### config.mk
export PLATFORM = sky130hd
export DESIGN_NAME = ckc_blend
export DESIGN_NICKNAME = d
export VERILOG_FILES = /design/src/rtl/core/ckc_pkg.sv /design/src/rtl/core/ckc_blend.sv
export SDC_FILE = /design/constraint.sdc
export NUM_CORES = 2
export LEC_CHECK = 0
export ABC_AREA = 1
export BUFFER_PORTS_ARGS = -buffer_cell sky130_fd_sc_hd__buf_4
export CORE_MARGIN = 8
export CORE_UTILIZATION = 60
export DETAILED_ROUTE_END_ITERATION = 16
export PLACE_DENSITY = 0.86
export SYNTH_ARGS = -nofsm -noshare
export SYNTH_HDL_FRONTEND = slang
export SYNTH_SLANG_ARGS = --single-unit
### constraint.sdc
create_clock -name i_clk -period 13.1 [get_ports i_clk]
set_input_delay 1.31 -clock i_clk [delete_from_list [all_inputs] [get_ports i_clk]]
set_output_delay 1.31 -clock i_clk [all_outputs]
set_load 0.02 [all_outputs]
### src/rtl/core/ckc_pkg.sv
// Package for the chroma key compositor: payload structs, key and threshold bundles,
// register indexes and fixed-point constants.
// Used by every module under rtl/core; depends on nothing.
package ckc_pkg;

    localparam int PIX_W      = 8;
    localparam int THR_W      = 17;
    localparam int CFG_DATA_W = 17;
    localparam int CFG_IDX_W  = 2;

    // Distance is sqrt(d2 * 65536); d2 needs 18 bits, the root 17 bits.
    localparam int D2_W        = 18;
    localparam int SQRT_STEPS  = 17;
    localparam int RAD_W       = 2 * SQRT_STEPS;
    localparam int DIST_W      = 17;
    localparam int SQRT_REM_W  = 18;
    localparam int ALPHA_W     = 17;
    localparam int DIV_STEPS   = 16;

    localparam logic [16:0] ONE_Q16  = 17'd65536;
    localparam logic [16:0] MAX_DIST = 17'd113068;
    localparam logic [16:0] MIN_RAMP = 17'd256;

    // floor(thr * 3 / 5) == (thr * 2516583) >> 22 for every 17-bit thr.
    localparam logic [21:0] NEAR_MUL = 22'd2516583;

    localparam logic [23:0] ROUND_HALF = 24'd32768;

    localparam logic [7:0]  KEY_RED_RST   = 8'd0;
    localparam logic [7:0]  KEY_GREEN_RST = 8'd255;
    localparam logic [7:0]  KEY_BLUE_RST  = 8'd0;
    localparam logic [16:0] KEY_THR_RST   = 17'd19661;

    typedef enum logic [CFG_IDX_W-1:0] {
        REG_KEY_RED       = 2'd0,
        REG_KEY_GREEN     = 2'd1,
        REG_KEY_BLUE      = 2'd2,
        REG_KEY_THRESHOLD = 2'd3
    } t_ckc_reg;

    typedef struct packed {
        logic [PIX_W-1:0] fg_red;
        logic [PIX_W-1:0] fg_green;
        logic [PIX_W-1:0] fg_blue;
        logic [PIX_W-1:0] bg_red;
        logic [PIX_W-1:0] bg_green;
        logic [PIX_W-1:0] bg_blue;
    } t_ckc_in;

    typedef struct packed {
        logic [PIX_W-1:0] out_red;
        logic [PIX_W-1:0] out_green;
        logic [PIX_W-1:0] out_blue;
    } t_ckc_out;

    typedef struct packed {
        logic [PIX_W-1:0] red;
        logic [PIX_W-1:0] green;
        logic [PIX_W-1:0] blue;
    } t_ckc_key;

    typedef struct packed {
        logic [DIST_W-1:0] t_near;
        logic [DIST_W-1:0] ramp;
    } t_ckc_thr;

    function automatic logic [PIX_W-1:0] abs_diff(input logic [PIX_W-1:0] a,
                                                  input logic [PIX_W-1:0] b);
        return (a >= b) ? (a - b) : (b - a);
    endfunction

endpackage

### src/rtl/core/ckc_blend.sv
// Blend pipeline: per-channel products with alpha and its complement, then the
// rounded sum scaled back to eight bits. Depends on ckc_pkg.
module ckc_blend (
    input  logic                          i_clk,
    input  logic                          i_rst_n,
    input  logic                          i_en,
    input  logic                          i_valid,
    input  ckc_pkg::t_ckc_in              i_pix,
    input  logic [ckc_pkg::ALPHA_W-1:0]   i_alpha,
    output logic                          o_valid,
    output ckc_pkg::t_ckc_out             o_pix
);

    localparam int PW = ckc_pkg::PIX_W + ckc_pkg::ALPHA_W;

    logic [ckc_pkg::PIX_W-1:0]   n_fg [0:2];
    logic [ckc_pkg::PIX_W-1:0]   n_bg [0:2];
    logic [ckc_pkg::ALPHA_W-1:0] n_beta;
    logic [PW-1:0]               n_pf [0:2];
    logic [PW-1:0]               n_pb [0:2];
    logic [PW:0]                 n_sum [0:2];

    logic                        r_p_valid;
    logic [PW-1:0]               r_pf [0:2];
    logic [PW-1:0]               r_pb [0:2];
    logic                        r_o_valid;
    ckc_pkg::t_ckc_out           r_o_pix;

    always_comb begin
        n_fg[0] = i_pix.fg_red;
        n_fg[1] = i_pix.fg_green;
        n_fg[2] = i_pix.fg_blue;
        n_bg[0] = i_pix.bg_red;
        n_bg[1] = i_pix.bg_green;
        n_bg[2] = i_pix.bg_blue;
        n_beta  = ckc_pkg::ONE_Q16 - i_alpha;
        for (int c = 0; c < 3; c++) begin
            n_pf[c] = n_fg[c] * i_alpha;
            n_pb[c] = n_bg[c] * n_beta;
        end
    end

    always_ff @(posedge i_clk) begin
        if (!i_rst_n) begin
            r_p_valid <= 1'b0;
            r_o_valid <= 1'b0;
        end else if (i_en) begin
            r_p_valid <= i_valid;
            r_o_valid <= r_p_valid;
        end
    end

    always_ff @(posedge i_clk) begin
        if (i_en) begin
            for (int c = 0; c < 3; c++) begin
                r_pf[c] <= n_pf[c];
                r_pb[c] <= n_pb[c];
            end
        end
    end

    // The rounded sum stays below 2^24, so bits 23:16 hold the channel.
    always_comb begin
        for (int c = 0; c < 3; c++) begin
            n_sum[c] = {1'b0, r_pf[c]} + {1'b0, r_pb[c]} + {2'b00, ckc_pkg::ROUND_HALF};
        end
    end

    always_ff @(posedge i_clk) begin
        if (i_en) begin
            r_o_pix.out_red   <= n_sum[0][23:16];
            r_o_pix.out_green <= n_sum[1][23:16];
            r_o_pix.out_blue  <= n_sum[2][23:16];
        end
    end

    assign o_valid = r_o_valid;
    assign o_pix   = r_o_pix;

endmodule
==> reports/results.tsv <==
stage	metric	value	unit
run_status	status	completed	
global_routing	use_met2	46.7	%
final_layout	layout_commonest_cell	nand2_1	
logic_synthesis	synth_flop_cell	edfxtp_1	
global_routing	grt_pass1_vias	31699	
clock_tree	post_cts_buffers	0	
detailed_routing	antenna_left	0	
global_routing	grt_usage	28.5	%
logic_synthesis	syn_nets	5831	
critical_path	r2r.worst_path.cells	9	
detailed_routing	drc	0	
critical_path	cp-start-kind	input pin	
pwr	clockPowerShare	5.8	%
clock_tree	insertion_delay	0.50	ns
logic_synthesis	synthCells	4840	
sta	fmax	151	MHz
clock_tree	htreeDepth	4	
logic_synthesis	ys_seq_elements	170	
min_path	min_path_cells	2	
detailed_routing	dr.pass1.iters	7	
global_routing	grt_use_met1	36.6	%
global_routing	grt.busiest_layer	met2	
clock_tree	cts_resized	0	
logic_synthesis	synthArstFlopShare	0	%
pwr	p_sw_share	55.5	%
global_routing	grt_pass1_wl	157000	um
place	dpl-instance-area	0.0374	mm2
sta	finalSetupViolCount	0	
final_layout	syn_to_final_growth	4.65	%
place	io_buffers	93	
final_layout	stdcell_area	0.0380	mm2
critical_path	crit_path_end_kind	flop	
sta	relSlewSlack	29.7	%
global_routing	grt_antenna_before_repair	7	
clock_tree	cts_root_buffer	clkbuf_16	
sta	whs	0.495	ns
sta	finalHoldViolCount	0	
pwr	p_leak	21.1	nW
sta	tightest_slew	1.05	ns
detailed_routing	via_count	31053	
global_routing	grt_overflow_total	0	
sta	setup_tns	0	ns
logic_synthesis	synth_area	0.0363	mm2
min_path	hold_path.class	reg -> reg	
min_path	min_from	r_p_valid	
pwr	p_int	3.98	mW
floorplan	fp.dieW	262	um
global_routing	use_met3	6.49	%
critical_path	r2r_start	r_pf[0][68]	
sta	maxSlewViolCount	0	
sta	min_period	6.62	ns
logic_synthesis	synth-edff-count	168	
critical_path	path_class	in -> reg	
logic_synthesis	yosysSeqAreaShare	14.0	%
sta	rsz0062_at_grt	no	
floorplan	die_area	0.0687	mm2
floorplan	pin_count	94	
logic_synthesis	yosysWarnings	0	
clock_tree	clock_path_buffers	2	
pwr	p_sw	4.98	mW
pwr	pwr-share-comb	80.2	%
logic_synthesis	synth_area_per_cell	7.50	um2
floorplan	die_height	262	um
floorplan	start_util	60.4	%
detailed_routing	wl	94400	um
critical_path	required	13.33	ns
critical_path	path_max_fanout	50	
place	gp_congestion	0.980	
sta	skew	0.0160	ns
logic_synthesis	ys_types	40	
clock_tree	cts_buffers	17	
final_layout	finalNetCount	5796	
global_routing	grt_max_degree	72	
critical_path	critical_path.startpoint	i_alpha[0]	
place	hpwl	75700	um
pwr	peakVddDrop	0.209	mV
detailed_routing	avgViaCountPerCell	5.54	
pwr	seqPwrFrac	14.1	%
detailed_routing	wire_per_inst	16.8	um
final_layout	drive_above_1_share	3.01	%
final_layout	layout_common_cells	nand2_1 (1,221), inv_1 (1,080), nor2_1 (557)	
floorplan	core-area	0.0601	mm2
pwr	p_per_area	236	mW/mm2
clock_tree	clkSlewWorstSetupHoldPaths	0.08	ns
detailed_routing	first_iter_violations	2521	
clock_tree	ctsHoldBuffers	0	
clock_tree	cts.sinks	170	
flow_run	maxCapViolations	0	
critical_path	cp.arrival	6.85	ns
clock_tree	cts_tree	done	
floorplan	num_rows	90	
sta	fin_crit_sh	50.5	%
cell type report:
cell class / count / area [um2]
clock inverter: 14 / 138
tap: 782 / 978
fill: 5197 / 22100
timing repair buffer: 99 / 747
sequential: 170 / 5080
inverter: 1083 / 4070
antenna: 4 / 10.0
clock buffer: 18 / 429
multi-input combinational: 3434 / 26600
synthesized netlist by cell type, drive strengths merged (3+ instances only):
cell | n | area (um2)
and2 | 3 | 18.8
a21o | 8 | 60.1
fa | 534 | 10700
nand3b | 12 | 90.1
o21ai | 104 | 524
xor2 | 64 | 568
nand4 | 70 | 438
xnor2 | 31 | 272
nor2 | 560 | 2110
o21a | 11 | 82.6
clkbuf | 119 | 447
inv | 1083 | 4070
buf | 34 | 196
nand3 | 178 | 891
edfxtp | 168 | 5040
a21oi | 202 | 1010
ha | 388 | 4850
nor3 | 15 | 91.3
nand2 | 1223 | 4600
o21bai | 22 | 165
registers in the layout (all words and copies together) (netlist names):
signal / count
r_pb: 72
o_pix: 24
r_p_valid: 1
o_valid: 1
r_pf: 72
cells by family after synthesis:
group | Yosys count | share of synthesized area, %
simple gates | 2067 | 22.8
buf+inv | 1236 | 13.0
fa+ha+maj | 922 | 42.8
compound gates | 350 | 5.13
flops | 170 | 14.0
xor+xnor | 95 | 2.31
power by group through the flow:
stage	combinational [mW]	clock, mW	sequential [mW]
floorplan	5.23	0	1.25
global placement	6.89	0	1.27
detailed placement	7.03	0	1.27
CTS	7.10	0.526	1.26
global route	8.18	0.545	1.28
finish	7.18	0.517	1.26
worst paths after layout:
check                                    to  slack [ns]
worst max-delay path            r_pb[0][43]        6.48
worst min-delay path                o_valid        0.49
worst max register to register     o_pix[3]       10.78
worst min register to register      o_valid        0.49
per-layer routing:
metal	wire (um)	share of wire, %
met1	37800	40
met2	43700	46
met3	8890	9.4
met4	3900	4.1
met5	54	0.057
critical path, cell delays in order:
cell and delay [ns]:
buf_4 0.53, inv_1 0.11, ha_1 0.28, nand2_1 0.15
nand2_1 0.07, nand2_1 0.79, nor2_1 0.14, fa_1 0.54
inv_1 0.06, fa_1 0.55, inv_1 0.06, fa_1 0.50
fa_1 0.42, ha_1 0.37, a21oi_1 0.31, nor2_1 0.08
nor2_1 0.10, nand2_1 0.12, nand3_1 0.13, a21o_1 0.12
nand2_1 0.08
per-stage QoR:
stage	utilization (%)	worst slack, ns	power (mW)	std cells
final	63.2	6.48	8.96	5604
after global routing	63.2	6.23	10.0	5602
after CTS	63.2	6.63	8.89	5600
after detailed placement	62.3	6.11	8.30	5568
after global placement	62.3	6.22	8.16	5568
after floorplan	-	6.65	6.48	4840
Note: power is estimated with default switching activity, not from simulation.
