### src/rtl/core/ckc_pkg.sv
// Package for the chroma key compositor: payload structs, key and threshold bundles,
// register indexes and fixed-point constants.
// Used by every module under rtl/core; depends on nothing.
package ckc_pkg;

    localparam int PIX_W      = 8;
    localparam int THR_W      = 17;
    localparam int CFG_DATA_W = 17;
    localparam int CFG_IDX_W  = 2;

    // Distance is sqrt(d2 * 65536); d2 needs 18 bits, the root 17 bits.
    localparam int D2_W        = 18;
    localparam int SQRT_STEPS  = 17;
    localparam int RAD_W       = 2 * SQRT_STEPS;
    localparam int DIST_W      = 17;
    localparam int SQRT_REM_W  = 18;
    localparam int ALPHA_W     = 17;
    localparam int DIV_STEPS   = 16;

    localparam logic [16:0] ONE_Q16  = 17'd65536;
    localparam logic [16:0] MAX_DIST = 17'd113068;
    localparam logic [16:0] MIN_RAMP = 17'd256;

    // floor(thr * 3 / 5) == (thr * 2516583) >> 22 for every 17-bit thr.
    localparam logic [21:0] NEAR_MUL = 22'd2516583;

    localparam logic [23:0] ROUND_HALF = 24'd32768;

    localparam logic [7:0]  KEY_RED_RST   = 8'd0;
    localparam logic [7:0]  KEY_GREEN_RST = 8'd255;
    localparam logic [7:0]  KEY_BLUE_RST  = 8'd0;
    localparam logic [16:0] KEY_THR_RST   = 17'd19661;

    typedef enum logic [CFG_IDX_W-1:0] {
        REG_KEY_RED       = 2'd0,
        REG_KEY_GREEN     = 2'd1,
        REG_KEY_BLUE      = 2'd2,
        REG_KEY_THRESHOLD = 2'd3
    } t_ckc_reg;

    typedef struct packed {
        logic [PIX_W-1:0] fg_red;
        logic [PIX_W-1:0] fg_green;
        logic [PIX_W-1:0] fg_blue;
        logic [PIX_W-1:0] bg_red;
        logic [PIX_W-1:0] bg_green;
        logic [PIX_W-1:0] bg_blue;
    } t_ckc_in;

    typedef struct packed {
        logic [PIX_W-1:0] out_red;
        logic [PIX_W-1:0] out_green;
        logic [PIX_W-1:0] out_blue;
    } t_ckc_out;

    typedef struct packed {
        logic [PIX_W-1:0] red;
        logic [PIX_W-1:0] green;
        logic [PIX_W-1:0] blue;
    } t_ckc_key;

    typedef struct packed {
        logic [DIST_W-1:0] t_near;
        logic [DIST_W-1:0] ramp;
    } t_ckc_thr;

    function automatic logic [PIX_W-1:0] abs_diff(input logic [PIX_W-1:0] a,
                                                  input logic [PIX_W-1:0] b);
        return (a >= b) ? (a - b) : (b - a);
    endfunction

endpackage

### src/rtl/core/ckc_thresh.sv
// Configuration registers of the chroma key compositor and the registered derivation
// of the near threshold and the alpha ramp width. Depends on ckc_pkg.
module ckc_thresh (
    input  logic                                i_clk,
    input  logic                                i_rst_n,
    input  logic                                i_cfg_we,
    input  logic [ckc_pkg::CFG_IDX_W-1:0]       i_cfg_index,
    input  logic [ckc_pkg::CFG_DATA_W-1:0]      i_cfg_data,
    output ckc_pkg::t_ckc_key                   o_key,
    output ckc_pkg::t_ckc_thr                   o_thr
);

    logic [ckc_pkg::PIX_W-1:0]  r_key_red;
    logic [ckc_pkg::PIX_W-1:0]  r_key_green;
    logic [ckc_pkg::PIX_W-1:0]  r_key_blue;
    logic [ckc_pkg::THR_W-1:0]  r_key_thr;

    logic [ckc_pkg::THR_W-1:0]  r_far_q;
    logic [ckc_pkg::THR_W-1:0]  r_near_q;
    logic [ckc_pkg::DIST_W-1:0] r_t_far;
    logic [ckc_pkg::DIST_W-1:0] r_t_near;
    logic [ckc_pkg::DIST_W-1:0] r_ramp;

    logic [38:0]                n_near_prod;
    logic [ckc_pkg::THR_W-1:0]  n_near_raw;
    logic [33:0]                n_far_prod;
    logic [33:0]                n_tnear_prod;
    logic [ckc_pkg::DIST_W-1:0] n_span;

    always_ff @(posedge i_clk) begin
        if (!i_rst_n) begin
            r_key_red   <= ckc_pkg::KEY_RED_RST;
            r_key_green <= ckc_pkg::KEY_GREEN_RST;
            r_key_blue  <= ckc_pkg::KEY_BLUE_RST;
            r_key_thr   <= ckc_pkg::KEY_THR_RST;
        end else if (i_cfg_we) begin
            case (i_cfg_index)
                ckc_pkg::REG_KEY_RED:       r_key_red   <= i_cfg_data[ckc_pkg::PIX_W-1:0];
                ckc_pkg::REG_KEY_GREEN:     r_key_green <= i_cfg_data[ckc_pkg::PIX_W-1:0];
                ckc_pkg::REG_KEY_BLUE:      r_key_blue  <= i_cfg_data[ckc_pkg::PIX_W-1:0];
                ckc_pkg::REG_KEY_THRESHOLD: r_key_thr   <= i_cfg_data[ckc_pkg::THR_W-1:0];
                default: ;
            endcase
        end
    end

    // Near fraction is 3/5 of the threshold, done as a reciprocal multiply.
    always_comb begin
        n_near_prod  = r_key_thr * ckc_pkg::NEAR_MUL;
        n_near_raw   = n_near_prod[38:22];
        n_far_prod   = r_far_q * ckc_pkg::MAX_DIST;
        n_tnear_prod = r_near_q * ckc_pkg::MAX_DIST;
        n_span       = r_t_far - r_t_near;
    end

    always_ff @(posedge i_clk) begin
        r_far_q  <= (r_key_thr > ckc_pkg::ONE_Q16) ? ckc_pkg::ONE_Q16 : r_key_thr;
        r_near_q <= (n_near_raw > ckc_pkg::ONE_Q16) ? ckc_pkg::ONE_Q16 : n_near_raw;
        r_t_far  <= n_far_prod[32:16];
        r_t_near <= n_tnear_prod[32:16];
        r_ramp   <= (r_t_far > r_t_near && n_span >= ckc_pkg::MIN_RAMP) ?
                    n_span : ckc_pkg::MIN_RAMP;
    end

    assign o_key.red    = r_key_red;
    assign o_key.green  = r_key_green;
    assign o_key.blue   = r_key_blue;
    assign o_thr.t_near = r_t_near;
    assign o_thr.ramp   = r_ramp;

endmodule

### config.mk
export PLATFORM = sky130hd
export DESIGN_NAME = ckc_thresh
export DESIGN_NICKNAME = d
export VERILOG_FILES = /design/src/rtl/core/ckc_pkg.sv /design/src/rtl/core/ckc_thresh.sv
export SDC_FILE = /design/constraint.sdc
export NUM_CORES = 1
export LEC_CHECK = 0
export BUFFER_PORTS_ARGS = -buffer_cell sky130_fd_sc_hd__buf_2
export CORE_MARGIN = 5
export CORE_UTILIZATION = 50
export DETAILED_ROUTE_END_ITERATION = 8
export GPL_TIMING_DRIVEN = 0
export PLACE_DENSITY = 0.76
export REMOVE_ABC_BUFFERS = 1
export SKIP_CTS_REPAIR_TIMING = 1
export SYNTH_ARGS = -nofsm -noshare
export SYNTH_HDL_FRONTEND = slang
export SYNTH_SLANG_ARGS = --single-unit
export TNS_END_PERCENT = 5
### constraint.sdc
create_clock -name i_clk -period 7.55 [get_ports i_clk]
set_input_delay 1.51 -clock i_clk [delete_from_list [all_inputs] [get_ports i_clk]]
set_output_delay 1.51 -clock i_clk [all_outputs]
set_load 0.01 [all_outputs]
==> results.toml <==
[status]
outcome = "finished clean"

[yosys]
synth_top_area_share = 0.317
yosysWarnings = 0
synth_area_um2 = 19600
postSynthCellCount = 1955
yosysMostFrequentCell = "inv_1"
synth.avg_cell_area_um2 = 10.0
synth_mux_area_frac = 0.00868
post-synth-top-area-cell = "fa_1"
synth_common_cells = "490 x inv_1, 416 x ha_1, 311 x fa_1"
synth.distinct_cells = 71
synth-xor-area-share = 0.0268
synth_top_family_by_area = "adder cells"
synthArstFlopShare = 0
yosys-top-cells-area = "fa_1 32%, ha_1 27%, dfxtp_1 13%"
synth_adder_area_share = 0.583
ys_ff_latch = 126
synth_edf_count = 0
yosys.area_share.simple = 0.0746
ys_seq_area_frac = 0.129
synth_compound_area_frac = 0.0799
synth_ff_type = "dfxtp_1"

[critical_path]
critPathMaxFanout = 17
cp_common_cell = "fa_1"
arrival_ns = 6.76
required_ns = 7.85
max_stage_delay_ns = 0.64
endpoint_kind = "register"
worst-setup-path-type = "reg -> reg"
path_cells = "fa_1 -> inv_1 -> fa_1 -> fa_1 -> inv_1 -> fa_1 -> inv_1 -> fa_1 -> fa_1 -> inv_1 -> ha_1 -> nand2_1 -> nor4_2 -> o21ai_0 -> a31oi_4 -> a41oi_4 -> o21a_1 -> o211ai_4 -> nor2_1"
worst-path-buf-inv = 4
startpoint_type = "register"
cp_top_family = "adder cells"
crit_slowest_cell = "dfxtp_1"

[drt]
drtPass1Iterations = 6
drt_iter0_markers = 592
routedWlPerCell_um = 15.9
totalWireLength_um = 40800
viasPerCell = 5.18
vias = 13300
ant_nets = 0
drc = 0

[floorplan]
dieArea_um2 = 43300
ios = 80
num_rows = 72
core_area_um2 = 38700
die_h_um = 208
start_util = 0.506
die_w_um = 208

[sta]
fin_crit_sh = 0.856
final-setup-viol-count = 0
rsz0062_at_grt = "no"
slew-limit-headroom = 0.333
finalSetupTns_ns = 0
skew_ns = 0.0151
final.min_clock_period_ns = 6.46
fmax_ghz = 0.155
setup_ws_ns = 1.09
hold_viol_final = 0
slew_violations = 0
worstMarginPinSlew_ns = 0.992

[grt]
grtUsageTotal = 0.195
antenna_found_initial = 0
grt_max_degree = 42
overflow = 0
grt_pass1_vias = 14500
grt_pass1_wl_um = 69800

[final_layout]
syn2layout_area_growth_pct = 7.97
nFillCells = 3316
antenna_cells = 0
final_nets = 2781
drive_gt1_frac = 0.0665
fin_cells = 2562

[placed_design]
dp_hpwl_um = 35600
io_buffers = 79
dp_cells = 2531
gp_congestion = 0.930
dpl_worst_slack_ns = 1.15

[cts]
cts_tree = "built"
cts_buffer_depth = 2
clkLatencyLatePin_ns = 0.45
clk_pin_slew_worst_paths_ns = 0.07
htreeDepth = 4
cts.sinks = 126
cts_inserted_buffers = 17
cts_root_buf = "clkbuf_16"

[worst_hold_path]
hp-class = "reg -> reg"

[run]
cap_violations = 0
==> area by class of cell <==
| class | instances | area [um^2] | share of cell area |
|---|---|---|---|
| Clock inverter | 10 | 138 | 0.00650 |
| Tap cell | 518 | 648 | 0.0306 |
| Inverter | 490 | 1840 | 0.0869 |
| Multi-Input combinational cell | 1318 | 15200 | 0.716 |
| Clock buffer | 21 | 470 | 0.0222 |
| Sequential cell | 126 | 2520 | 0.119 |
| Timing Repair Buffer | 79 | 395 | 0.0187 |
==> sequential cells by signal (all words and copies together) (netlist names) <==
register and cells:
r_t_far 17, r_key_thr 17, r_key_blue 8, r_far_q 17, r_key_green 8, r_near_q 17, r_t_near 17, r_key_red 8
r_ramp 17
==> worst paths after layout <==
check,startpoint,endpoint,slack (ns),depth (start not counted)
worst max-delay path,r_key_thr[16],r_near_q[2],1.09,19
worst max register to register,r_key_thr[16],r_near_q[2],1.09,19
worst min register to register,r_key_green[4],r_key_green[4],0.48,2
worst min-delay path,r_key_green[4],r_key_green[4],0.48,2
==> worst min-delay path, cell delays in order (launching register included) <==
cell     delay [ns]
dfxtp_1        0.32
nand2_1        0.05
nand3_1        0.07
==> per-layer routing <==
metal	GRT usage	share of wire	up-vias
li1	-	-	6395
met1	0.250	0.44	6571
met2	0.342	0.50	235
met3	0.0282	0.034	60
met4	0.0618	0.028	0
met5	0	0	-
==> layout by cell type, fill, tap and decap left out, drive strengths merged, types with 14 or more instances in the layout <==
cell type,netlist,final
and2,23,23
clkbuf,16,21
o21a,14,14
mux2i,17,17
a21oi,54,54
nor2,59,59
fa,311,311
o21ai,30,30
nand3,22,22
inv,490,490
nor3,23,23
nor2b,30,30
xor2,15,15
a21o,27,27
dfxtp,126,126
nand2,85,85
xnor2,45,45
o211ai,18,18
buf,5,79
ha,416,416
==> cells by family (layout without fill, tap and decap cells) <==
family          count (synthesis)  count (layout)
xor+xnor                       60              60
mux                            17              17
simple gates                  296             296
compound gates                218             218
buf+inv                       511             600
fa+ha+maj                     727             727
flops                         126             126
==> per-stage QoR <==
step / cell area [um^2] / hold WS (ns) / util
2_1_floorplan: 19500 / 0.464 / -
3_3_place_gp: 20600 / 0.448 / 0.531
3_5_place_dp: 20600 / 0.449 / 0.531
4_1_cts: 21200 / 0.465 / 0.547
5_1_grt: 21200 / 0.487 / 0.547
6_report: 21200 / 0.475 / 0.547
Power is left out: the tool's default activity adds up to more than one toggle a clock period on the data nets, which glitch-free logic cannot reach.
