### src/rtl/core/ckc_pkg.sv
// Package for the chroma key compositor: payload structs, key and threshold bundles,
// register indexes and fixed-point constants.
// Used by every module under rtl/core; depends on nothing.
package ckc_pkg;

    localparam int PIX_W      = 8;
    localparam int THR_W      = 17;
    localparam int CFG_DATA_W = 17;
    localparam int CFG_IDX_W  = 2;

    // Distance is sqrt(d2 * 65536); d2 needs 18 bits, the root 17 bits.
    localparam int D2_W        = 18;
    localparam int SQRT_STEPS  = 17;
    localparam int RAD_W       = 2 * SQRT_STEPS;
    localparam int DIST_W      = 17;
    localparam int SQRT_REM_W  = 18;
    localparam int ALPHA_W     = 17;
    localparam int DIV_STEPS   = 16;

    localparam logic [16:0] ONE_Q16  = 17'd65536;
    localparam logic [16:0] MAX_DIST = 17'd113068;
    localparam logic [16:0] MIN_RAMP = 17'd256;

    // floor(thr * 3 / 5) == (thr * 2516583) >> 22 for every 17-bit thr.
    localparam logic [21:0] NEAR_MUL = 22'd2516583;

    localparam logic [23:0] ROUND_HALF = 24'd32768;

    localparam logic [7:0]  KEY_RED_RST   = 8'd0;
    localparam logic [7:0]  KEY_GREEN_RST = 8'd255;
    localparam logic [7:0]  KEY_BLUE_RST  = 8'd0;
    localparam logic [16:0] KEY_THR_RST   = 17'd19661;

    typedef enum logic [CFG_IDX_W-1:0] {
        REG_KEY_RED       = 2'd0,
        REG_KEY_GREEN     = 2'd1,
        REG_KEY_BLUE      = 2'd2,
        REG_KEY_THRESHOLD = 2'd3
    } t_ckc_reg;

    typedef struct packed {
        logic [PIX_W-1:0] fg_red;
        logic [PIX_W-1:0] fg_green;
        logic [PIX_W-1:0] fg_blue;
        logic [PIX_W-1:0] bg_red;
        logic [PIX_W-1:0] bg_green;
        logic [PIX_W-1:0] bg_blue;
    } t_ckc_in;

    typedef struct packed {
        logic [PIX_W-1:0] out_red;
        logic [PIX_W-1:0] out_green;
        logic [PIX_W-1:0] out_blue;
    } t_ckc_out;

    typedef struct packed {
        logic [PIX_W-1:0] red;
        logic [PIX_W-1:0] green;
        logic [PIX_W-1:0] blue;
    } t_ckc_key;

    typedef struct packed {
        logic [DIST_W-1:0] t_near;
        logic [DIST_W-1:0] ramp;
    } t_ckc_thr;

    function automatic logic [PIX_W-1:0] abs_diff(input logic [PIX_W-1:0] a,
                                                  input logic [PIX_W-1:0] b);
        return (a >= b) ? (a - b) : (b - a);
    endfunction

endpackage

### src/rtl/core/ckc_dist.sv
// Distance pipeline: channel differences, sum of squares, then a restoring square root
// that resolves one result bit per stage. Depends on ckc_pkg.
module ckc_dist (
    input  logic                          i_clk,
    input  logic                          i_rst_n,
    input  logic                          i_en,
    input  logic                          i_valid,
    input  ckc_pkg::t_ckc_in              i_pix,
    input  ckc_pkg::t_ckc_key             i_key,
    output logic                          o_valid,
    output ckc_pkg::t_ckc_in              o_pix,
    output logic [ckc_pkg::DIST_W-1:0]    o_dist
);

    localparam int N = ckc_pkg::SQRT_STEPS;

    logic                         r_a_valid;
    ckc_pkg::t_ckc_in             r_a_pix;
    logic [ckc_pkg::PIX_W-1:0]    r_a_dr;
    logic [ckc_pkg::PIX_W-1:0]    r_a_dg;
    logic [ckc_pkg::PIX_W-1:0]    r_a_db;

    logic [15:0]                  n_sq_r;
    logic [15:0]                  n_sq_g;
    logic [15:0]                  n_sq_b;
    logic [ckc_pkg::D2_W-1:0]     n_d2;

    logic                         r_s_valid [0:N];
    ckc_pkg::t_ckc_in             r_s_pix   [0:N];
    logic [ckc_pkg::D2_W-1:0]     r_s_d2    [0:N];
    logic [ckc_pkg::SQRT_REM_W-1:0] r_s_rem [0:N];
    logic [ckc_pkg::DIST_W-1:0]   r_s_root  [0:N];

    always_ff @(posedge i_clk) begin
        if (!i_rst_n) begin
            r_a_valid <= 1'b0;
        end else if (i_en) begin
            r_a_valid <= i_valid;
        end
    end

    always_ff @(posedge i_clk) begin
        if (i_en) begin
            r_a_pix <= i_pix;
            r_a_dr  <= ckc_pkg::abs_diff(i_pix.fg_red, i_key.red);
            r_a_dg  <= ckc_pkg::abs_diff(i_pix.fg_green, i_key.green);
            r_a_db  <= ckc_pkg::abs_diff(i_pix.fg_blue, i_key.blue);
        end
    end

    always_comb begin
        n_sq_r = r_a_dr * r_a_dr;
        n_sq_g = r_a_dg * r_a_dg;
        n_sq_b = r_a_db * r_a_db;
        n_d2   = {2'b00, n_sq_r} + {2'b00, n_sq_g} + {2'b00, n_sq_b};
    end

    always_ff @(posedge i_clk) begin
        if (!i_rst_n) begin
            r_s_valid[0] <= 1'b0;
        end else if (i_en) begin
            r_s_valid[0] <= r_a_valid;
        end
    end

    always_ff @(posedge i_clk) begin
        if (i_en) begin
            r_s_pix[0]  <= r_a_pix;
            r_s_d2[0]   <= n_d2;
            r_s_rem[0]  <= '0;
            r_s_root[0] <= '0;
        end
    end

    // The radicand is d2 followed by sixteen zero bits; stage k takes bit pair N-1-k.
    for (genvar k = 0; k < N; k++) begin : g_sqrt
        localparam int P = N - 1 - k;
        logic [ckc_pkg::RAD_W-1:0]        rad;
        logic [ckc_pkg::SQRT_REM_W+1:0]   rem_sh;
        logic [ckc_pkg::SQRT_REM_W+1:0]   trial;
        logic [ckc_pkg::SQRT_REM_W+1:0]   rem_sub;
        logic                             take;

        assign rad     = {r_s_d2[k], 16'b0};
        assign rem_sh  = {r_s_rem[k], rad[2*P+1 -: 2]};
        assign trial   = {1'b0, r_s_root[k], 2'b01};
        assign take    = rem_sh >= trial;
        assign rem_sub = rem_sh - trial;

        always_ff @(posedge i_clk) begin
            if (!i_rst_n) begin
                r_s_valid[k+1] <= 1'b0;
            end else if (i_en) begin
                r_s_valid[k+1] <= r_s_valid[k];
            end
        end

        always_ff @(posedge i_clk) begin
            if (i_en) begin
                r_s_pix[k+1]  <= r_s_pix[k];
                r_s_d2[k+1]   <= r_s_d2[k];
                r_s_rem[k+1]  <= take ? rem_sub[ckc_pkg::SQRT_REM_W-1:0]
                                      : rem_sh[ckc_pkg::SQRT_REM_W-1:0];
                r_s_root[k+1] <= {r_s_root[k][ckc_pkg::DIST_W-2:0], take};
            end
        end
    end

    assign o_valid = r_s_valid[N];
    assign o_pix   = r_s_pix[N];
    assign o_dist  = r_s_root[N];

endmodule

### config.mk
export PLATFORM = sky130hd
export DESIGN_NAME = ckc_dist
export DESIGN_NICKNAME = d
export VERILOG_FILES = /design/src/rtl/core/ckc_pkg.sv /design/src/rtl/core/ckc_dist.sv
export SDC_FILE = /design/constraint.sdc
export NUM_CORES = 2
export LEC_CHECK = 0
export CORE_ASPECT_RATIO = 1.1
export CORE_MARGIN = 5
export CORE_UTILIZATION = 25
export CTS_BUF_LIST = sky130_fd_sc_hd__clkbuf_8
export DETAILED_ROUTE_END_ITERATION = 10
export DONT_BUFFER_PORTS = 1
export REMOVE_ABC_BUFFERS = 1
export SYNTH_ARGS = -nofsm -noshare
export SYNTH_HDL_FRONTEND = slang
export SYNTH_SLANG_ARGS = --single-unit
### constraint.sdc
create_clock -name i_clk -period 18.7 [get_ports i_clk]
set_input_delay 0.935 -clock i_clk [delete_from_list [all_inputs] [get_ports i_clk]]
set_output_delay 0.935 -clock i_clk [all_outputs]
set_load 0.01 [all_outputs]
==> results.tsv <==
stage	metric	value	unit
yosys	yosysSeqAreaShare	0.7186	
timing	hold_viol_final	0	
die	start_util	0.2506	
finish	final_cell_count_no_fill	7542	
timing	finalSetupTns	0	ps
worst_setup_path	critPathLaunchType	flip-flop	
global_routing	met1_usage	0.08423	
cts	numCtsBuffers	277	
finish	fin_nets	4602	
cts	clk_pin_slew	60	ps
timing	fmax	0.1504	GHz
cts	root_buffer	clkbuf_8	
finish	area_delta_synth_final	15.59	%
worst_setup_path	crit_slowest_cell	fa_1	
global_routing	grt_most_used_layer	met2	
min_path	hp-start	i_valid	
worst_setup_path	critical_path_arrival	7290	ps
yosys	syn_avg_cell_area	16.06	um2
yosys	post-synth-top-count-cell	edfxtp_1	
yosys	synth-async-reset-ratio	0	
yosys	yosys_warnings	0	
worst_setup_path	critPathLaunch	r_a_db[1]	
global_routing	overflow	0	
yosys	syn_inst	3794	
cts	cts_tree	done	
yosys	synthFlopType	edfxtp_1	
drt	drcViolationCount	0	
min_path	holdCritPathClass	in2reg	
cts	cts_buffer_depth	4	
timing	period_needed	6650	ps
drt	drtIter0Drc	1513	
yosys	synthDistinctLibCells	75	
global_routing	grtUsageMet3	0.02326	
global_routing	grt_pass1_vias	31830	
timing	setup_viol	0	
drt	viasPerCell	3.921	
global_routing	grt_pass1_wl	159800	um
global_routing	global_route.usage.total	0.07732	
die	row_count	190	
worst_setup_path	path_class	reg2reg	
timing	rsz0062_at_grt	no	
global_routing	antenna_found_initial	3	
cts	cts_sinks	1459	
global_routing	grt_max_degree	264	
placement	io_buffers	0	
worst_setup_path	endpoint_kind	flip-flop	
timing	skew	91.19	ps
die	coreArea	243200	um2
yosys	ys_top_cells_by_count	1457 x edfxtp_1, 413 x inv_1, 280 x ha_1	
timing	setup_ws	12050	ps
timing	fin_crit_sh	0.3556	
placement	post-place-ws	12080	ps
cts	clkLatencyLatePin	990	ps
drt	vias	29570	
drt	detail_route.wl_per_cell	12.95	um
placement	placed_cells	7034	
finish	fin_util	0.2896	
timing	slew_headroom	0.1318	
run_status	status	finished clean	
drt	routed_wl	97680	um
timing	worstMarginPinSlew	1302	ps
worst_setup_path	cp_num_buf_inv	4	
die	ios	142	
cts	htree_levels	5	
yosys	netlist_area	60940	um2
die	die_w	480.8	um
worst_setup_path	cp_cell_sequence	and2_1 -> fa_1 -> fa_1 -> inv_1 -> fa_1 -> inv_1 -> fa_1 -> inv_1 -> fa_1 -> fa_1 -> fa_1 -> inv_1 -> ha_1 -> a21o_1 -> a21oi_1 -> nand2_1 -> a21oi_1 -> nor3_1 -> a2111o_1 -> a21oi_1 -> xnor2_1	
worst_setup_path	crit_required	19340	ps
finish	drive_gt1_frac	0.08982	
yosys	synth_top_area_frac	0.7179	
die	die_y	527.8	um
die	dieArea	253800	um2
yosys	synth_largest_area_cell	edfxtp_1	
worst_setup_path	cp_max_fo	10	
global_routing	gr-usage-met2	0.1350	
flow_run	maxCapViolations	0	
worst_setup_path	cpPeakStageDelay	550	ps
worst_setup_path	r2r_start	r_a_db[1]	
timing	slew_violations	0	
worst_setup_path	timing.critical_path.mode_cell	fa_1	
placement	routabilityCongestion	0.8069	
yosys	synth_area_leaders	edfxtp_1 72%, ha_1 5.7%, fa_1 4.8%	
placement	dp_hpwl	62130	um
worst_setup_path	cp_top_family	adder cells	
yosys	synth_edf_count	1457	
drt	drtPass1Iterations	5	
drt	postRouteAntennaNets	0	
yosys	ys_seq_elements	1459	
[kinds of logic after synthesis]
group                      synth area share
AOI/OAI and AO/OA                   0.04880
and+or+nand+nor                     0.05905
buffers and inverters               0.02833
xor gates and xnor gates            0.02946
muxes                               0.01059
adders and majority gates            0.1051
DFF                                  0.7186
other                            0.00006153
[final timing paths]
| check | depth (start not counted) | slack [ps] | endpoint |
|---|---|---|---|
| hold reg to reg | 0 | 340 | r_s_pix[2][20] |
| hold / removal | 2 | 210 | r_a_valid |
| setup / recovery | 21 | 12050 | r_s_d2[0][16] |
| setup reg to reg | 21 | 12050 | r_s_d2[0][16] |
[cells in the final DEF, fill, tap and decap left out, types with 79 or more instances in the layout]
cell	n
ha_1	280
nor2_1	126
nand2_1	180
xor2_1	103
xnor2_1	102
o21ai_1	79
clkbuf_8	284
a21oi_1	118
inv_1	487
o21ai_0	87
fa_1	145
edfxtp_1	1457
[flip-flops by register name, indices dropped and copies added, names as in the netlist]
| signal | flops |
|---|---|
| r_s_root | 146 |
| r_a_dg | 8 |
| r_a_valid | 1 |
| r_a_pix | 48 |
| r_s_valid | 18 |
| r_s_d2 | 90 |
| r_s_pix | 864 |
| r_s_rem | 268 |
| r_a_db | 8 |
| r_a_dr | 8 |
[timing repair]
item | in CTS | in global routing
endpoints found under the hold margin | 79 | 0
hold buffers | 51 | 0
setup buffers | 0 | 0
gates resized for setup | 0 | 0
[through the flow]
stage,cell area [um2],hold WS (ps)
after floorplan,60800,400.3
after global placement,65120,400.5
after detailed placement,65120,404.5
after CTS,70410,17.24
after global routing,70440,47.15
final,70440,209.1
[layer usage]
metal / share of wire / vias up
met1: 0.40 / 14230
met3: 0.051 / 297
li1: - / 14460
met4: 0.045 / 0
met5: 0 / -
met2: 0.51 / 588
[worst reg2reg max path: cells and delay by family, from the launching register on]
| kind | cells | cell delay [ps] |
|---|---|---|
| adders and majority gates | 8 | 3870 |
| and+or+nand+nor | 3 | 480 |
| DFF | 1 | 530 |
| xor gates and xnor gates | 1 | 80 |
| AOI/OAI and AO/OA | 5 | 1250 |
| buffers and inverters | 4 | 190 |
[final cells by class]
class / instances / area [um2]
Antenna cell: 3 / 7.507
Clock buffer: 284 / 3909
Clock inverter: 169 / 862.1
Fill cell: 24130 / 172800
Inverter: 422 / 1584
Multi-Input combinational cell: 1877 / 15430
Sequential cell: 1459 / 43790
Tap cell: 3264 / 4084
Timing Repair Buffer: 64 / 768.2
Power is left out: the tool's default activity adds up to more than one toggle a clock period on the data nets, which glitch-free logic cannot reach.
