<file path="src/rtl/core/ckc_pkg.sv">
// Package for the chroma key compositor: payload structs, key and threshold bundles,
// register indexes and fixed-point constants.
// Used by every module under rtl/core; depends on nothing.
package ckc_pkg;

    localparam int PIX_W      = 8;
    localparam int THR_W      = 17;
    localparam int CFG_DATA_W = 17;
    localparam int CFG_IDX_W  = 2;

    // Distance is sqrt(d2 * 65536); d2 needs 18 bits, the root 17 bits.
    localparam int D2_W        = 18;
    localparam int SQRT_STEPS  = 17;
    localparam int RAD_W       = 2 * SQRT_STEPS;
    localparam int DIST_W      = 17;
    localparam int SQRT_REM_W  = 18;
    localparam int ALPHA_W     = 17;
    localparam int DIV_STEPS   = 16;

    localparam logic [16:0] ONE_Q16  = 17'd65536;
    localparam logic [16:0] MAX_DIST = 17'd113068;
    localparam logic [16:0] MIN_RAMP = 17'd256;

    // floor(thr * 3 / 5) == (thr * 2516583) >> 22 for every 17-bit thr.
    localparam logic [21:0] NEAR_MUL = 22'd2516583;

    localparam logic [23:0] ROUND_HALF = 24'd32768;

    localparam logic [7:0]  KEY_RED_RST   = 8'd0;
    localparam logic [7:0]  KEY_GREEN_RST = 8'd255;
    localparam logic [7:0]  KEY_BLUE_RST  = 8'd0;
    localparam logic [16:0] KEY_THR_RST   = 17'd19661;

    typedef enum logic [CFG_IDX_W-1:0] {
        REG_KEY_RED       = 2'd0,
        REG_KEY_GREEN     = 2'd1,
        REG_KEY_BLUE      = 2'd2,
        REG_KEY_THRESHOLD = 2'd3
    } t_ckc_reg;

    typedef struct packed {
        logic [PIX_W-1:0] fg_red;
        logic [PIX_W-1:0] fg_green;
        logic [PIX_W-1:0] fg_blue;
        logic [PIX_W-1:0] bg_red;
        logic [PIX_W-1:0] bg_green;
        logic [PIX_W-1:0] bg_blue;
    } t_ckc_in;

    typedef struct packed {
        logic [PIX_W-1:0] out_red;
        logic [PIX_W-1:0] out_green;
        logic [PIX_W-1:0] out_blue;
    } t_ckc_out;

    typedef struct packed {
        logic [PIX_W-1:0] red;
        logic [PIX_W-1:0] green;
        logic [PIX_W-1:0] blue;
    } t_ckc_key;

    typedef struct packed {
        logic [DIST_W-1:0] t_near;
        logic [DIST_W-1:0] ramp;
    } t_ckc_thr;

    function automatic logic [PIX_W-1:0] abs_diff(input logic [PIX_W-1:0] a,
                                                  input logic [PIX_W-1:0] b);
        return (a >= b) ? (a - b) : (b - a);
    endfunction

endpackage

</file>
<file path="src/rtl/core/ckc_alpha.sv">
// Alpha pipeline: offset of the distance past the near threshold, clamping, and a
// restoring divider by the ramp width that yields one quotient bit per stage.
// Depends on ckc_pkg.
module ckc_alpha (
    input  logic                          i_clk,
    input  logic                          i_rst_n,
    input  logic                          i_en,
    input  logic                          i_valid,
    input  ckc_pkg::t_ckc_in              i_pix,
    input  logic [ckc_pkg::DIST_W-1:0]    i_dist,
    input  ckc_pkg::t_ckc_thr             i_thr,
    output logic                          o_valid,
    output ckc_pkg::t_ckc_in              o_pix,
    output logic [ckc_pkg::ALPHA_W-1:0]   o_alpha
);

    localparam int N = ckc_pkg::DIV_STEPS;
    localparam int W = ckc_pkg::DIST_W;

    logic [W-1:0]           n_diff;
    logic                   n_above;

    logic                   r_d_valid [0:N];
    ckc_pkg::t_ckc_in       r_d_pix   [0:N];
    logic [W-1:0]           r_d_rem   [0:N];
    logic [N-1:0]           r_d_quot  [0:N];
    logic                   r_d_zero  [0:N];
    logic                   r_d_full  [0:N];

    always_comb begin
        n_above = i_dist > i_thr.t_near;
        n_diff  = i_dist - i_thr.t_near;
    end

    always_ff @(posedge i_clk) begin
        if (!i_rst_n) begin
            r_d_valid[0] <= 1'b0;
        end else if (i_en) begin
            r_d_valid[0] <= i_valid;
        end
    end

    // Once the offset reaches the ramp width the quotient is at least one: alpha is full.
    always_ff @(posedge i_clk) begin
        if (i_en) begin
            r_d_pix[0]  <= i_pix;
            r_d_rem[0]  <= n_diff;
            r_d_quot[0] <= '0;
            r_d_zero[0] <= !n_above;
            r_d_full[0] <= n_above && (n_diff >= i_thr.ramp);
        end
    end

    for (genvar k = 0; k < N; k++) begin : g_div
        logic [W:0] rem_sh;
        logic [W:0] rem_sub;
        logic       take;

        assign rem_sh  = {r_d_rem[k], 1'b0};
        assign take    = rem_sh >= {1'b0, i_thr.ramp};
        assign rem_sub = rem_sh - {1'b0, i_thr.ramp};

        always_ff @(posedge i_clk) begin
            if (!i_rst_n) begin
                r_d_valid[k+1] <= 1'b0;
            end else if (i_en) begin
                r_d_valid[k+1] <= r_d_valid[k];
            end
        end

        always_ff @(posedge i_clk) begin
            if (i_en) begin
                r_d_pix[k+1]  <= r_d_pix[k];
                r_d_rem[k+1]  <= take ? rem_sub[W-1:0] : rem_sh[W-1:0];
                r_d_quot[k+1] <= {r_d_quot[k][N-2:0], take};
                r_d_zero[k+1] <= r_d_zero[k];
                r_d_full[k+1] <= r_d_full[k];
            end
        end
    end

    assign o_valid = r_d_valid[N];
    assign o_pix   = r_d_pix[N];
    assign o_alpha = r_d_zero[N] ? '0 :
                     r_d_full[N] ? ckc_pkg::ONE_Q16 : {1'b0, r_d_quot[N]};

endmodule

</file>
<file path="config.mk">
export PLATFORM = sky130hd
export DESIGN_NAME = ckc_alpha
export DESIGN_NICKNAME = d
export VERILOG_FILES = /design/src/rtl/core/ckc_pkg.sv /design/src/rtl/core/ckc_alpha.sv
export SDC_FILE = /design/constraint.sdc
export NUM_CORES = 1
export LEC_CHECK = 0
export BUFFER_PORTS_ARGS = -buffer_cell sky130_fd_sc_hd__clkbuf_2
export CORE_MARGIN = 2
export CORE_UTILIZATION = 62
export CTS_CLUSTER_SIZE = 28
export DETAILED_ROUTE_END_ITERATION = 8
export HOLD_SLACK_MARGIN = 0.03
export PLACE_DENSITY = 0.8
export SLEW_MARGIN = 0
export SYNTH_ARGS = -nofsm -noshare
export SYNTH_HDL_FRONTEND = slang
export SYNTH_SLANG_ARGS = --single-unit
</file>
<file path="constraint.sdc">
create_clock -name i_clk -period 3.8 [get_ports i_clk]
set_clock_uncertainty 0.15 [all_clocks]
set_input_delay 0.19 -clock i_clk [delete_from_list [all_inputs] [get_ports i_clk]]
set_output_delay 0.19 -clock i_clk [all_outputs]
set_load 0.05 [all_outputs]
</file>
==> results of run 1 <==
worst reg2reg max path, delay by kind of cell, from the launching register on:
family	cells	cell delay [ns]
and+or+nand+nor	2	0.56
AOI/OAI and AO/OA	4	1.28
DFF	1	0.39
muxes	1	0.29
adders and majority gates	1	0.35
xor gates and xnor gates	1	0.15
how the worst min path moves through the flow:
stage | startpoint | end | slack, ns | cells past startpoint
after CTS | i_pix[45] | r_d_pix[0][45] | 0.03 | 2
after global routing | i_pix[12] | r_d_pix[0][12] | 0.03 | 2
after detailed placement | i_pix[36] | r_d_pix[0][36] | 0.22 | 1
final | i_pix[45] | r_d_pix[0][45] | 0.06 | 2
after floorplan | i_pix[0] | r_d_pix[0][0] | 0.14 | 0
after global placement | i_pix[20] | r_d_pix[0][20] | 0.22 | 1
routing by layer:
metal  share of wire  routed length, um
met1            0.37              40600
met5         0.00012                 13
met2            0.53              57800
met4           0.045               4920
met3           0.051               5580
synth_stat cells, types with 34 or more instances:
cell type,count,area share
a21o_1,93,0.013
a21oi_1,220,0.020
a31oi_1,39,0.0045
and3_1,34,0.0039
buf_4,48,0.0066
clkbuf_1,42,0.0029
edfxtp_1,1274,0.70
ha_1,305,0.070
inv_1,80,0.0055
mux2_2,107,0.022
nand2_1,162,0.011
nand2b_1,39,0.0045
nand3_1,39,0.0036
nand4_1,34,0.0039
nor2_1,174,0.012
nor2b_1,37,0.0042
o21a_1,50,0.0069
o21ai_0,200,0.018
xnor2_1,114,0.018
xor2_1,88,0.014
flip-flops by register name, indices dropped and copies added (netlist names):
| signal | count |
|---|---|
| r_d_valid | 17 |
| r_d_quot | 136 |
| r_d_full | 17 |
| r_d_pix | 816 |
| r_d_zero | 17 |
| r_d_rem | 272 |
metrics by stage:
stage | util | cell area, um2 | hold WS [ns] | power, W | setup slack, ns
after floorplan | - | 54500 | 0.139 | 0.0304 | 0.308
after global routing | 0.716 | 62200 | 0.0316 | 0.0484 | 0.0517
after global placement | 0.660 | 57400 | 0.217 | 0.0334 | 0.0926
final | 0.716 | 62200 | 0.0566 | 0.0462 | 0.186
after detailed placement | 0.660 | 57400 | 0.219 | 0.0340 | 0.0691
after CTS | 0.716 | 62200 | 0.0329 | 0.0460 | 0.330
power breakdown:
group	total (W)	internal, W	leakage [nW]	switching (W)
sequential	0.0197	0.0187	12.5	0.00107
combinational	0.0149	0.00682	9.14	0.00810
clock	0.0115	0.00631	1.79	0.00518
total	0.0462	0.0318	23.4	0.0144
cell type report:
type | instances | area, um2
well taps | 1155 | 1450
flip-flops and latches | 1275 | 38300
clock inverters | 64 | 622
inverters | 80 | 300
fillers | 5175 | 24700
repair buffers | 392 | 3110
clock buffers | 149 | 3090
multi-input cells | 2059 | 15400
kinds of logic after synthesis:
| kind of cell | after synthesis | synth area share |
|---|---|---|
| muxes | 128 | 0.0266 |
| DFF | 1275 | 0.702 |
| and+or+nand+nor | 639 | 0.0577 |
| xor gates and xnor gates | 202 | 0.0325 |
| adders and majority gates | 321 | 0.0759 |
| buffers and inverters | 180 | 0.0160 |
| AOI/OAI and AO/OA | 769 | 0.0889 |
timing repair:
action                     CTS  global route
hold endpoints to repair   187             0
hold buffers               114             0
setup endpoints to repair    0             0
==> results.cfg, run 1 <==
[setup_path]
critical-path-slowest-cell = dlygate4sd3_1
worst_r2r_endpoint = r_d_rem[0][254]
worst-path-buf-inv = 2
worstPathRequired_ns = 4.18
path_max_fanout = 5
end_kind = flip-flop
endpoint = r_d_full[0][0]
worst-setup-path-type = input port to flip-flop
cp.depth = 14
r2r_start = r_d_rem[0][222]
slowest_delay_ns = 0.53
r2r_cells = 9
worstPathArrival_ns = 3.99
r2r_setup_slack_ns = 0.37
crit_path_start = i_dist[6]
start_kind = input port
path_cells = dlygate4sd3_1, clkbuf_2, ha_1, and3_1, a221o_1, a41o_1, a21oi_1, o21ai_0, a211oi_1, nor2_1, ha_1, nand4_1, or4_1, a21oi_1
cp_top_family = compound AO/OA/AOI/OAI gates

[grt]
met1_usage = 0.280
grt_start_max_net_pins = 121
grt_pass1_vias = 31900
grt_overflow_total = 0
use_met3 = 0.0346
grt_busiest_layer = met2
use_met2 = 0.449
grtUsageTotal = 0.243
antenna_found_initial = 1
grt_pass1_wl_mm = 170

[detailed_routing]
drc_errors = 0
drt_iter0_markers = 2600
drtAntennaViolNets = 0
vias = 30900
vias_per_cell = 5.98
dr.pass1.iters = 7
wirelength_mm = 109
wl_per_cell_um = 21.1

[yosys]
synth.distinct_cells = 70
netlist_area_mm2 = 0.0545
syn_nets = 3938
synth_edf_count = 1274
netlist_instances = 3514
ys_ff_latch = 1275
synth_flop_cell = edfxtp_1
synth_async_sr_flop_share = 0
avgSynthCellArea_um2 = 15.5
yosysWarningCount = 0
ys_seq_area_frac = 0.702

[floorplan]
pin_count = 169
core_mm2 = 0.0869
initial_core_util = 0.627
dieArea_mm2 = 0.0903
die_w_um = 300
die_h_um = 300
rows = 108

[placed_design]
portBuffers = 168
dp_hpwl_mm = 64.3
gp_congestion = 0.881
dp.cells = 4847

[cts]
postCtsSetupRepairBufs = 0
clockRootBuffer = clkbuf_16
cts.repair.resized = 0
path_clk_slew_ns = 0.06
insertion_delay_ns = 0.71
cts.sinks = 1275
h-tree-depth = 3
clock_tree.buffer_depth = 3
cts_inserted_buffers = 119
cts_tree = yes

[pwr]
vdd_drop_max_uv = 621
leakagePower_nw = 23.4
powerDensity_mw_per_mm2 = 742

[sta]
maxSlewViolCount = 0
rsz0062_at_grt = false
max_freq_ghz = 0.277
slew_headroom = 0.307
fin_crit_sh = 0.951
hold_viol_final = 0
period_needed_ns = 3.61
tns_ns = 0
finalSetupViolations = 0
tightestPinTransition_ns = 1.04

[finish]
areaGrowthSynthToFinish_pct = 14.2
layout-drive-gt1-share = 0.147
mostFrequentLayoutCells = edfxtp_1 (1274), ha_1 (305), a21oi_1 (216), o21ai_0 (199), nor2_1 (172)
fin_cells = 5174
mostFrequentLayoutCell = edfxtp_1
antennaDiodeCount = 0
nets = 4351

[job]
maxCapViolations = 0

[hold_path]
hold_path_class = input port to flip-flop

[run_status]
status = complete, no violations
(Power assumes the default switching activity.)
==> run 2: changes to the inputs <==
--- a/config.mk
+++ b/config.mk
@@ -5,13 +5,14 @@
 export SDC_FILE = /design/constraint.sdc
 export NUM_CORES = 1
 export LEC_CHECK = 0
+export ABC_AREA = 1
 export BUFFER_PORTS_ARGS = -buffer_cell sky130_fd_sc_hd__clkbuf_2
 export CORE_MARGIN = 2
-export CORE_UTILIZATION = 62
+export CORE_UTILIZATION = 63
 export CTS_CLUSTER_SIZE = 28
 export DETAILED_ROUTE_END_ITERATION = 8
 export HOLD_SLACK_MARGIN = 0.03
-export PLACE_DENSITY = 0.8
+export PLACE_DENSITY = 0.81
 export SLEW_MARGIN = 0
 export SYNTH_ARGS = -nofsm -noshare
 export SYNTH_HDL_FRONTEND = slang
==> run 2 against run 1 <==
Compared with the run above: die area up 8.6%; global-route usage up 3.7 points; register-to-register slack better by 0.94 ns; count of clock-buffer cells in the layout down 2; synthesized cell count up 62%; non-clock buffer count down 44; sequential cell count unchanged; maximum frequency up 29%; total power up 5.5%; cell area up 8.8%; critical path type unchanged; largest power group unchanged; highest routed layer unchanged.
==> results.cfg, run 2 <==
[sta]
hold_viol_final = 0
period_needed_ns = 2.80
maxSlewViolCount = 0
slew_headroom = 0.293
finalWorstSetupSlack_ns = 0.999
rsz0062_at_grt = false
fin_crit_sh = 0.737
tns_ns = 0
tightestPinTransition_ns = 1.06
finalSetupViolations = 0
max_freq_ghz = 0.357

[floorplan]
die_w_um = 313
dieArea_mm2 = 0.0980
rows = 113
core_mm2 = 0.0949
die_h_um = 313
pin_count = 169
initial_core_util = 0.634

[grt]
use_met2 = 0.484
grt_start_max_net_pins = 117
grt_pass1_wl_mm = 211
grt_overflow_total = 0
grtUsageTotal = 0.279
antenna_found_initial = 2
met1_usage = 0.354
grt_busiest_layer = met2
grt_pass1_vias = 38700
use_met3 = 0.0420

[placed_design]
dp_hpwl_mm = 84.3
gp_congestion = 0.935
pre_cts_ws_ns = 0.787
portBuffers = 168

[cts]
h-tree-depth = 3
clock_tree.buffer_depth = 3
cts_tree = yes
postCtsSetupRepairBufs = 0
clockRootBuffer = clkbuf_16
insertion_delay_ns = 0.77
cts_inserted_buffers = 121
path_clk_slew_ns = 0.07
cts.sinks = 1275

[yosys]
syn_nets = 6114
ys_top_cells_by_count = nand2_1 (2054), edfxtp_1 (1274), inv_1 (753)
yosysMostFrequentCell = nand2_1
yosys.area.top_type = edfxtp_1
synth_flop_cell = edfxtp_1
netlist_area_mm2 = 0.0602
netlist_top_cells_area = edfxtp_1 (64%), nand2_1 (13%), ha_1 (6.3%), inv_1 (4.7%), nand3_1 (2.4%)
ys_ff_latch = 1275
yosysWarningCount = 0
synth_edf_count = 1274
ys_seq_area_frac = 0.636
avgSynthCellArea_um2 = 10.6
synth_async_sr_flop_share = 0
synth_top_area_share = 0.636
synth.distinct_cells = 36
netlist_instances = 5690

[finish]
mostFrequentLayoutCells = nand2_1 (2054), edfxtp_1 (1274), inv_1 (742), nor2_1 (329), ha_1 (305)
nets = 6496
mostFrequentLayoutCell = nand2_1
fillCellCount = 6575
regMostFlops = r_d_pix
seq_area_mm2 = 0.0383
multi_input_area_mm2 = 0.0182
reg_top3 = r_d_pix x816, r_d_rem x272, r_d_quot x136
antennaDiodeCount = 0
largest_register_ffs = 816
post-route-util = 0.713
layout-drive-gt1-share = 0.0831
areaGrowthSynthToFinish_pct = 12.5

[pwr]
powerDensity_mw_per_mm2 = 719
p_total_w = 0.0487
vdd_drop_max_uv = 486
leakagePower_nw = 30.4

[run_status]
status = complete, no violations

[detailed_routing]
vias = 40100
vias_per_cell = 5.39
drc_errors = 0
wl_per_cell_um = 18.4
wirelength_mm = 137
drt_iter0_markers = 3678
dr.pass1.iters = 9
drtAntennaViolNets = 0

[hold_path]
hold_path_class = input port to flip-flop

[setup_path]
path_max_fanout = 4
worstPathArrival_ns = 3.11
end_kind = flip-flop
start_kind = input port
r2r_setup_slack_ns = 1.31
worst-setup-path-type = input port to flip-flop
worstPathRequired_ns = 4.11

[job]
maxCapViolations = 0
run 2: repair_timing:
action,4_1_cts,5_1_grt
endpoints found under the setup margin,0,0
gates resized for setup,0,0
endpoints found under the hold margin,149,2
hold buffers,117,2
run 2: final timing paths:
check                                startpoint         endpoint  cells past startpoint
worst max-delay path                  i_thr[17]   r_d_full[0][0]                     20
worst min-delay path                  i_pix[47]   r_d_pix[0][47]                      2
worst max register to register  r_d_rem[0][177]  r_d_rem[0][200]                     10
worst min register to register  r_d_pix[0][389]  r_d_pix[0][437]                      0
run 2: kinds of logic after synthesis:
family          Yosys count  share of synthesized area
compound gates          178                     0.0153
flops                  1275                      0.636
xor+xnor                100                     0.0146
buf+inv                 861                     0.0611
simple gates           2955                      0.204
fa+ha+maj               321                     0.0687
run 2: stage by stage:
stage          cells  hold slack [ns]  instance area, um2
2_1_floorplan   5690            0.139               60200
4_1_cts         7434           0.0311               67700
3_3_place_gp    7095            0.218               62500
3_5_place_dp    7095            0.219               62500
6_report        7436           0.0763               67700
5_1_grt         7436           0.0439               67700
run 2: area by class of cell:
type / count / share of cell area
multi-input combinational: 3554 / 0.269
clock inverter: 75 / 0.0131
tap: 1265 / 0.0234
clock buffer: 147 / 0.0462
sequential: 1275 / 0.566
timing repair buffer: 348 / 0.0392
inverter: 772 / 0.0433
run 2: metal layers:
layer	vias up	part of all wire
met5	-	0.00034
met1	18700	0.39
met2	1505	0.50
li1	19500	-
met3	409	0.062
met4	6	0.047
run 2: worst max-delay path, stage by stage:
cell	delay (ns)
dlygate4sd3_1	0.52
clkbuf_2	0.10
ha_1	0.15
inv_1	0.09
fa_1	0.41
nand3_1	0.11
nand2_1	0.10
nand3_1	0.09
nand2_1	0.11
nand3b_1	0.12
nand2_1	0.06
nand2_1	0.06
nand2_1	0.08
ha_1	0.33
a21oi_1	0.16
nand2_1	0.08
a21oi_1	0.13
nand3_1	0.09
nor2_1	0.09
nor2_1	0.04
run 2: where the power goes:
group,total [W],switching (W),leakage (nW),internal (W)
clock,0.0124,0.00549,1.93,0.00686
sequential,0.0199,0.00140,12.5,0.0185
combinational,0.0164,0.0108,15.9,0.00560
total,0.0487,0.0177,30.4,0.0310
